## src/rtl/gau_pkg.sv

```systemverilog
`timescale 1ns / 1ps
`default_nettype none

package gau_pkg;

    localparam int unsigned BLOCK_W = 128;

    // Low terms of the field polynomial x^128 + x^7 + x^2 + x + 1.
    localparam logic [7:0] POLY_LOW = 8'h87;

    localparam logic CFG_KEY_HIGH = 1'b0;
    localparam logic CFG_KEY_LOW  = 1'b1;

    typedef logic [BLOCK_W-1:0] t_block;

    typedef struct packed {
        t_block     c_block;   // buffer topped up with the beat's leading bytes
        t_block     l_block;   // bytes left over once a block is complete
        logic [3:0] new_fill;
        logic       full;
        logic       pending;   // buffer holds bytes after this beat
    } t_align;

    // Keeps the leading n bytes of a block, most significant byte first.
    function automatic t_block byte_mask(input logic [4:0] n);
        byte_mask = ~({BLOCK_W{1'b1}} >> {n, 3'b000});
    endfunction

endpackage

`default_nettype wire

```

## src/rtl/gau_align.sv

```systemverilog
`timescale 1ns / 1ps
`default_nettype none

// Merges one beat's bytes with the partial buffer.
module gau_align (
    input  wire gau_pkg::t_block i_partial,
    input  wire [3:0]            i_fill,
    input  wire gau_pkg::t_block i_data,
    input  wire [4:0]            i_count,
    output gau_pkg::t_align      o_align
);

    logic [4:0]      n;
    logic [4:0]      sum;
    logic [4:0]      room;
    gau_pkg::t_block data_m;

    always_comb begin
        // Any count above sixteen means a whole block.
        n      = i_count[4] ? 5'd16 : {1'b0, i_count[3:0]};
        sum    = {1'b0, i_fill} + n;
        room   = 5'd16 - {1'b0, i_fill};
        data_m = i_data & gau_pkg::byte_mask(n);

        o_align.c_block  = i_partial | (data_m >> {i_fill, 3'b000});
        o_align.l_block  = data_m << {room, 3'b000};
        o_align.new_fill = sum[3:0];
        o_align.full     = sum[4];
        o_align.pending  = (sum[3:0] != 4'd0);
    end

endmodule

`default_nettype wire

```

## config.mk

```make
export PLATFORM = sky130hd
export DESIGN_NAME = gau_align
export DESIGN_NICKNAME = d
export VERILOG_FILES = /design/src/rtl/gau_pkg.sv /design/src/rtl/gau_align.sv
export SDC_FILE = /design/constraint.sdc
export NUM_CORES = 1
export LEC_CHECK = 0
export ABC_AREA = 1
export BUFFER_PORTS_ARGS = -buffer_cell sky130_fd_sc_hd__buf_2
export CAP_MARGIN = 10
export CORE_AREA = 2 2 207 209
export DETAILED_ROUTE_END_ITERATION = 7
export DIE_AREA = 0 0 209 211
export GPL_TIMING_DRIVEN = 0
export PLACE_DENSITY_LB_ADDON = 0.2
export SYNTH_ARGS = -nofsm -noshare
export SYNTH_HDL_FRONTEND = slang
export SYNTH_SLANG_ARGS = --single-unit
```

## constraint.sdc

```tcl
create_clock -name vclk -period 7.15
set_clock_uncertainty 0.05 [all_clocks]
set_input_delay 1.43 -clock vclk [all_inputs]
set_output_delay 1.43 -clock vclk [all_outputs]
set_load 0.01 [all_outputs]
```

==> impl_metrics.ini <==
[detailed_routing]
wire_per_inst_um = 32.3
drc = 0
routed_wl_um = 117000
routed_via_density = 6.08
ant_nets = 0
vias = 22100
drt-initial-drc-count = 3757
firstDrtPassIters = 6

[global_routing]
grt_overflow = 0
first_global_vias = 20300
grt_usage_pct = 50.4
grt_pass1_wl_um = 156000
grt_max_degree = 11
antenna_found_initial = 4

[final_layout]
fin_util_pct = 35.3
final_area_um2 = 14700
seq_cells = 0
regArea_um2 = 0
clock_buffers = 0
area_growth_pct = 28.9
fin_nets = 3353
drive_gt1_share_pct = 20.1

[power]
leakage_nw = 8.77
peakVddDrop_uv = 52.9
totalPowerFinal_mw = 1.82
p_per_area_nw_per_um2 = 124

[die]
num_io_pins = 527
core_um2 = 41800
rows = 75
dieArea_um2 = 44100
die_y_um = 211
start_util_pct = 27.4
die_x_um = 209

[sta]
min_period_ns = 7.07
slew_headroom_pct = 25.7
fin_setup_tns_ns = 0
rsz0062_at_grt = false
fmaxAchievable_mhz = 141
drv_slew = 0
worstMarginPinSlew_ns = 1.11
post-route-period-util_pct = 98.9
hold_viol_final = 0
setup_viol = 0

[logic_synthesis]
ys_warn_count = 0
syn_area_per_cell_um2 = 4.47
synth_cell_types = 39
synth_seq_area_share_pct = 0
syn_inst = 2559
netlist_area_um2 = 11400
syn_nets = 2827

[placement]
placed_area_um2 = 14700
dp_hpwl_um = 101000
gp_congestion = 1.16
port_buffers = 524

[run]
cap_violations = 0

[cts]
cts_setup_buffers = 0
ctsResizeCount = 0
postCtsHoldBufs = 0

[setup_path]
crit_family = buffers and inverters
max_stage_delay_ns = 0.69
path_cells = buf_2 -> buf_2 -> inv_1 -> buf_2 -> buf_1 -> ha_1 -> buf_2 -> inv_2 -> clkbuf_1 -> buf_1 -> nand3_1 -> nand3_1 -> nand3_1 -> nand2_1 -> inv_1 -> buf_2
cp.arrival_ns = 5.59
path_common_cell = buf_2
critPathLaunchType = primary input
slowest_stage = buf_1
critPathMaxFanout = 10
setup.worst_path.class = primary input to output pin
cp-end-kind = output pin
crit_required_ns = 5.67
crit_buf_inv = 11

[min_path]
min_path_type = primary input to output pin

[run_status]
status = complete, no violations
## where the power goes
part           internal [mW]  switching (mW)
Combinational          0.480            1.34
Sequential                 0               0
Clock           0.0000000192               0
## synthesized netlist by cell type (2+ instances only)
master | number | area (µm²)
nand2_2 | 8 | 50.1
clkbuf_1 | 76 | 285
nand2_1 | 1182 | 4440
o211ai_1 | 5 | 37.5
buf_1 | 70 | 263
nor2_1 | 112 | 420
buf_4 | 6 | 45.0
nand4_1 | 12 | 75.1
nand3_2 | 6 | 60.1
inv_1 | 90 | 338
a21o_1 | 28 | 210
nor2_2 | 2 | 12.5
a31o_2 | 8 | 70.1
ha_1 | 3 | 37.5
o21ai_0 | 18 | 90.1
o21bai_1 | 25 | 188
nand3_1 | 697 | 3490
o21ai_1 | 6 | 30.0
buf_6 | 2 | 22.5
nand3b_1 | 60 | 450
nor2_4 | 3 | 33.8
o21a_1 | 5 | 37.5
a21oi_1 | 53 | 265
buf_2 | 45 | 225
inv_2 | 9 | 33.8
a21boi_1 | 5 | 37.5
xor2_1 | 2 | 17.5
o31ai_1 | 3 | 22.5
nor3_1 | 8 | 40.0
## cells by family (layout without fill, tap and decap cells)
| family | Yosys count | count (layout) | synth area share [%] |
|---|---|---|---|
| AO/OA/AOI/OAI | 157 | 157 | 8.73 |
| XOR/XNOR | 4 | 4 | 0.372 |
| other | 0 | 3 | 0 |
| adder cells (fa/ha/maj) | 3 | 3 | 0.329 |
| AND/OR/NAND/NOR | 2095 | 2095 | 79.9 |
| buffers and inverters | 300 | 824 | 10.7 |
## layer usage
layer	global-route usage, %	vias to the layer above	routed length, µm
li1	-	9454	-
met5	0	-	11
met3	11.8	439	13800
met4	38.7	2	11100
met1	62.0	10100	44100
met2	76.2	2008	48000
## final cells by class
| type | instances | area (µm²) |
|---|---|---|
| fillers | 5351 | 27000 |
| multi-input cells | 2259 | 10200 |
| repair buffers | 524 | 2620 |
| plain buffers | 199 | 841 |
| well taps | 539 | 674 |
| inverters | 101 | 382 |
| diodes | 3 | 7.51 |
## cell usage in the layout (no fill, tap or decap), types with 6 or more instances in the layout
master,n
a31o_2,8
buf_1,70
a21oi_1,53
clkbuf_1,76
a21o_1,28
o21ai_0,18
nand2_1,1182
nand4_1,12
nand2_2,8
o21ai_1,6
inv_2,9
o21bai_1,25
nand3b_1,60
buf_4,6
nand3_2,6
nand3_1,697
buf_2,569
inv_1,90
nor2_1,112
nor3_1,8
## metrics by stage
step	setup slack (ns)	hold slack, ns	instances
after floorplan	1.95	2.91	2559
after global routing	0.150	3.08	3622
after detailed placement	0.317	3.07	3622
final	0.0773	3.07	3625
after CTS	0.308	3.07	3622
after global placement	0.320	3.07	3622
## final timing paths
check | startpoint | to | cells after the start
worst min-delay path | i_partial[92] | o_align[226] | 3
worst max-delay path | i_fill[1] | o_align[126] | 16
Power figures use the tool's default switching activity.
